## src/stsum_pkg.sv

```systemverilog
// ----------------------------------------------------------------------------
// stsum_pkg
// Shared constants and types for the segment tree range sum unit.
// ----------------------------------------------------------------------------
package stsum_pkg;

    localparam int LEAVES  = 1024;
    localparam int IDX_W   = 10;          // leaf index width, log2(LEAVES)
    localparam int NODE_W  = IDX_W + 1;   // node address width, 2*LEAVES nodes
    localparam int PTR_W   = NODE_W + 1;  // walk pointers reach 2*LEAVES
    localparam int VAL_W   = 32;
    localparam int SUM_W   = 64;
    localparam int Q_DEPTH = 2;
    localparam int Q_PTR_W = 1;
    localparam int Q_CNT_W = 2;

    typedef enum logic {
        REQ_SET = 1'b0,
        REQ_SUM = 1'b1
    } t_req;

    typedef struct packed {
        t_req               kind;
        logic [IDX_W-1:0]   lo;
        logic [IDX_W-1:0]   hi;
        logic [SUM_W-1:0]   value;
    } t_cmd;

    typedef struct packed {
        logic               full;
        logic [Q_CNT_W-1:0] count;
    } t_q_status;

    typedef struct packed {
        logic clearing;
        logic idle;
    } t_back_status;

endpackage

```

## src/stsum_front.sv

```systemverilog
// ----------------------------------------------------------------------------
// stsum_front
// Accepts items, decodes them into commands and queues them for the back end.
// ----------------------------------------------------------------------------
module stsum_front (
    input  logic                          i_clk,
    input  logic                          i_rst_n,
    input  logic                          i_push,
    input  logic                          i_req_type,
    input  logic [stsum_pkg::IDX_W-1:0]   i_first_index,
    input  logic [stsum_pkg::IDX_W-1:0]   i_last_index,
    input  logic [stsum_pkg::VAL_W-1:0]   i_write_value,
    input  logic                          i_pop,
    output stsum_pkg::t_cmd               o_cmd,
    output logic                          o_cmd_valid,
    output stsum_pkg::t_q_status          o_status
);
    import stsum_pkg::*;

    t_cmd               r_q [Q_DEPTH];
    logic [Q_PTR_W-1:0] r_wp, n_wp;
    logic [Q_PTR_W-1:0] r_rp, n_rp;
    logic [Q_CNT_W-1:0] r_cnt, n_cnt;
    t_cmd               w_dec;
    logic               w_pop;

    always_comb begin
        w_dec.kind = t_req'(i_req_type);
        w_dec.lo   = i_first_index;
        w_dec.hi   = i_last_index;
        if (w_dec.kind == REQ_SET) begin
            w_dec.value = {{(SUM_W-VAL_W){i_write_value[VAL_W-1]}}, i_write_value};
        end else begin
            w_dec.value = '0;
        end
    end

    assign w_pop = i_pop && (r_cnt != '0);

    always_comb begin
        n_wp  = i_push ? r_wp + 1'b1 : r_wp;
        n_rp  = w_pop ? r_rp + 1'b1 : r_rp;
        n_cnt = r_cnt + Q_CNT_W'(i_push) - Q_CNT_W'(w_pop);
    end

    always_ff @(posedge i_clk) begin
        if (!i_rst_n) begin
            r_wp  <= '0;
            r_rp  <= '0;
            r_cnt <= '0;
        end else begin
            r_wp  <= n_wp;
            r_rp  <= n_rp;
            r_cnt <= n_cnt;
        end
    end

    always_ff @(posedge i_clk) begin
        if (i_push) begin
            r_q[r_wp] <= w_dec;
        end
    end

    assign o_cmd          = r_q[r_rp];
    assign o_cmd_valid    = (r_cnt != '0);
    assign o_status.full  = (r_cnt == Q_CNT_W'(Q_DEPTH));
    assign o_status.count = r_cnt;

endmodule

```

## config.mk

```make
export PLATFORM = sky130hd
export DESIGN_NAME = stsum_front
export DESIGN_NICKNAME = d
export VERILOG_FILES = /design/src/stsum_pkg.sv /design/src/stsum_front.sv
export SDC_FILE = /design/constraint.sdc
export NUM_CORES = 1
export LEC_CHECK = 0
export BUFFER_PORTS_ARGS = -buffer_cell sky130_fd_sc_hd__buf_2
export CORE_UTILIZATION = 41
export CTS_CLUSTER_SIZE = 16
export DETAILED_ROUTE_END_ITERATION = 8
export MAX_ROUTING_LAYER = met4
export PLACE_DENSITY = 0.66
export SETUP_SLACK_MARGIN = 0.02
export SYNTH_ARGS = -nofsm -noshare
export SYNTH_HDL_FRONTEND = slang
export SYNTH_SLANG_ARGS = --single-unit
```

## constraint.sdc

```tcl
create_clock -name i_clk -period 9.3 [get_ports i_clk]
set_input_delay 1.86 -clock i_clk [delete_from_list [all_inputs] [get_ports i_clk]]
set_output_delay 1.86 -clock i_clk [all_outputs]
set_load 0.05 [all_outputs]
```

; After elaboration in Yosys (flattened, before gate mapping)
; Memories as Yosys holds them, arrays and structs flattened. A register that Yosys moved wholly into a read port is not among the register bits.
; Cells that the tools add are included.
[word_totals]
wordCells = 16
regBits = 4
mem_count = 1
mem_bits_rw = 170
[memory_table]
columns = name, words, width, read_ports, rd_ports_with_merged_regs, wr, line_no
row1 = r_q, 2, 85, 1, 1, 1, stsum_front.sv:20  ; t_cmd r_q [Q_DEPTH];
[classes]
addsub = 4
n_eq_ne = 1
mux = 5
reduce_logical = 2
[op_table]
columns = cell, n
row1 = 64-bit two-way mux, 1
row2 = 1-bit two-way mux, 4
row3 = "1-bit adder, second input constant", 2
row4 = 2-bit by 1-bit adder with 2-bit output, 1
row5 = "2-bit equality test, second input constant", 1
row6 = 2-bit nonzero test, 1
row7 = 2-bit by 1-bit subtractor with 2-bit output, 1
row8 = 1-bit logical AND, 1

; Longest topological paths before layout
[logic_depth]
word_depth = 4
depth_mapped = 6

; Worst setup path after synthesis
; Ideal clock, no wire load.
[synth_timing]
kind = input-to-reg
start = input port i_push
end = memory r_q[0][0] (netlist bit), enable pin
slack_ps = 4593
required_time_ps = 8829
stages = 1
arrival_time_ps = 4236
path_cell_list = nor2b_1
[synth_between]
elab_chain_cells = 2
[synth_rtl]
columns = item, line_no
row1 = start: declaration, stsum_front.sv:8  ; input logic i_push,
row2 = 1-bit two-way mux, stsum_front.sv:59  ; if (i_push) begin
row3 = 1-bit two-way mux (implied by the code), stsum_front.sv:60  ; r_q[r_wp] <= w_dec;
row4 = end: declaration, stsum_front.sv:20
; Every way passes these cells.

==> impl_results.md <==
* Outcome: complete, no violations
* First-pass GRT wire length at 10.9 mm
* Global placement routability congestion at 0.637
* Number of DRC markers in iteration 0 at 68
* Worst-path cell chain: mux2_4, buf_2
* Drt pass-1 iters at 4
* CTS tree: built
* CP Buf/Inv Count at 1
* Synthesized area per cell at 18.8 sq um
* Final-report setup violation count at 0
* Io pins at between 100 and 150
* Worst setup SP type: flip-flop
* Root Buffer: clkbuf_16
* Routed WL per cell at 14.5 um
* Pwr Density at 286 mW/mm^2
* Worst vdd ir at between 0.15 and 0.2 mV
* Min-delay worst type: flip-flop to flip-flop
* Nets@finish at 431
* Util after Layout at 49.8%
* # DRC at 0
* FF-to-FF End: r_q[1][11]
* Die H at 110 um
* Critical path class: flip-flop to output pin
* Num rows at 39
* Fin area at 0.00569 sq mm
* Cells after DPL at between 500 and 600
* Fmax at 249 MHz
* Core Area at 0.0114 sq mm
* Initial antenna violation count at 0
* Post-placement cell area at approximately 0.0054 sq mm
* Hold slack final at 485 ps
* Global Route Usage Sum at between 10% and 20%
* Most frequent cells in the layout: buf_2, edfxtp_1, mux2_4
* Fraction of layout cells with a size suffix above 1 at 57.8%
* Diodes inserted at 0
* Synthesized instance count at approximately 260
* GRT overflow at 0
* DR vias/cell at 4.53
* Relative slew margins at 33.1%
* Postcts setup bufs at 0
* Final worst-path setup slack at about 5300 ps
* Worst hold stages at 2
* Detailed Place HPWL at approximately 4.7 mm
* Die area at 0.0121 sq mm
* DP Worst Slack at 5610 ps
* CTS buffer count at 9
* Starting Density at 41.9%
* DIE WIDTH at approximately 110 um
* Vias in the first global route at 2229
* CTS max path bufs at 2
* PortBufs at ~150
* Final Hold Fails at 0
* P&R area growth vs syn at 18.9%
* Critical path arrival at 2160 ps
* Routed via count at 2358
* RSZ-0062 raised after global routing: false
* Syn_nets at 314
* Total power at 1.63 mW
* Clock Skews at 7.00 ps
* Total negative slack at 0 ps
* FF+latch count, synth at 111
* HP Start: r_rp
* Min Tclk post-route at 4020 ps
* Max_cap viols at 0
* DRT Wirelength at 7.52 mm
* Worst path required time at 7440 ps
* Top Family by Delay on Critical Path: flip-flops
* Largest net degree at the start of global routing at 55
* Pins Over Slew Limit at 0
* Htree depth at 3
* Fin crit share at between 40% and 50%
* Final ANT Viol Nets at 0
* Cell count along the critical path at 2
* Leakage dissipation at ~2.4 nW
* R2R Path Start: r_wp
* Worst reg2reg setup slack at 7760 ps
* Max stage delay on crit path at 980 ps
* Sequential area share after synthesis at between 60% and 70%
* Commonest non-fill, non-tap cell in the layout: buf_2
* Critical Path Slowest Stage Cell: dfxtp_4
* Final Non-Filler Cells at 520
* Sink Count at 111
* Crit path max fanout at 53
* Reg2Reg Depth at 2
* Hold Buf Count CTS at 0
* Synth cell types at 19
* Cts repair resizes at 0
* Critical Path End Type: output pin
* Least-Margin Pin Slew at 1000 ps
* YS warnings at 0
* Synth Cell Area at 0.00479 sq mm
* Clock transition at path regs at 70 ps
* Clock Latency Late Sink at 340 ps
synthesized netlist by cell type:
library cell / instances / area (sq um)
buf_6: 1 / 11.3
nand2_1: 1 / 3.75
and2b_1: 9 / 67.6
mux2_2: 3 / 33.8
buf_12: 5 / 100
xnor3_1: 1 / 22.5
or2_2: 1 / 6.26
nand2b_1: 1 / 6.26
mux2_4: 50 / 751
nor2b_1: 27 / 169
clkbuf_1: 3 / 11.3
ha_1: 2 / 25.0
and2_1: 2 / 12.5
inv_1: 2 / 7.51
edfxtp_1: 106 / 3180
o21a_1: 2 / 15.0
buf_4: 32 / 240
mux2i_1: 2 / 20.0
dfxtp_1: 5 / 100
flip-flops by register name, indices dropped and copies added (netlist names), named ones only:
name,flops
r_q,106
r_cnt,2
r_rp,1
r_wp,1
cells by family (layout without fill, tap and decap cells):
group           count (synthesis)  after routing  share of synthesized area, %
compound gates                  2              2                         0.314
flops                         111            111                          68.6
xor+xnor                        1              1                         0.471
fa+ha+maj                       2              2                         0.523
simple gates                   41             41                          5.54
buf+inv                        43            165                          7.74
mux                            55             55                          16.8
layout make-up:
type | count | area [sq um]
Clock buffer | 9 | 225
Clock inverter | 7 | 111
Fill cell | 971 | 5730
Inverter | 2 | 7.51
Multi-Input combinational cell | 101 | 1140
Sequential cell | 111 | 3290
Tap cell | 143 | 179
Timing Repair Buffer | 147 | 741
worst max-delay path by stage:
stage	from	end	slack [ps]
CTS	flip-flop	o_cmd[47]	5240
global route	flip-flop	o_cmd[47]	5150
floorplan	i_push	r_q[0][0]	4590
detailed placement	flip-flop	o_cmd[47]	5610
global placement	flip-flop	o_cmd[38]	5640
finish	flip-flop	o_cmd[51]	5280
where the power goes:
group          internal [mW]  leakage, nW  total, mW  switching, mW
clock                  0.261        0.164      0.423          0.162
combinational          0.180         1.14      0.575          0.395
sequential             0.584         1.05      0.632         0.0480
worst reg2reg max path: stages (launching register included):
cell	delay (ps)
dfxtp_1	380
and2_2	150
buf_4	560
layer usage:
metal / part of all wire (%) / vias up / track usage, % / wire, um
li1: - / 1136 / - / -
met1: 45 / 1129 / 16.0 / 3410
met2: 47 / 83 / 19.2 / 3510
met3: 6.2 / 10 / 2.94 / 468
met4: 1.9 / 0 / 6.86 / 140
met5: 0 / - / - / 0
Note: power is estimated with default switching activity, not from simulation.
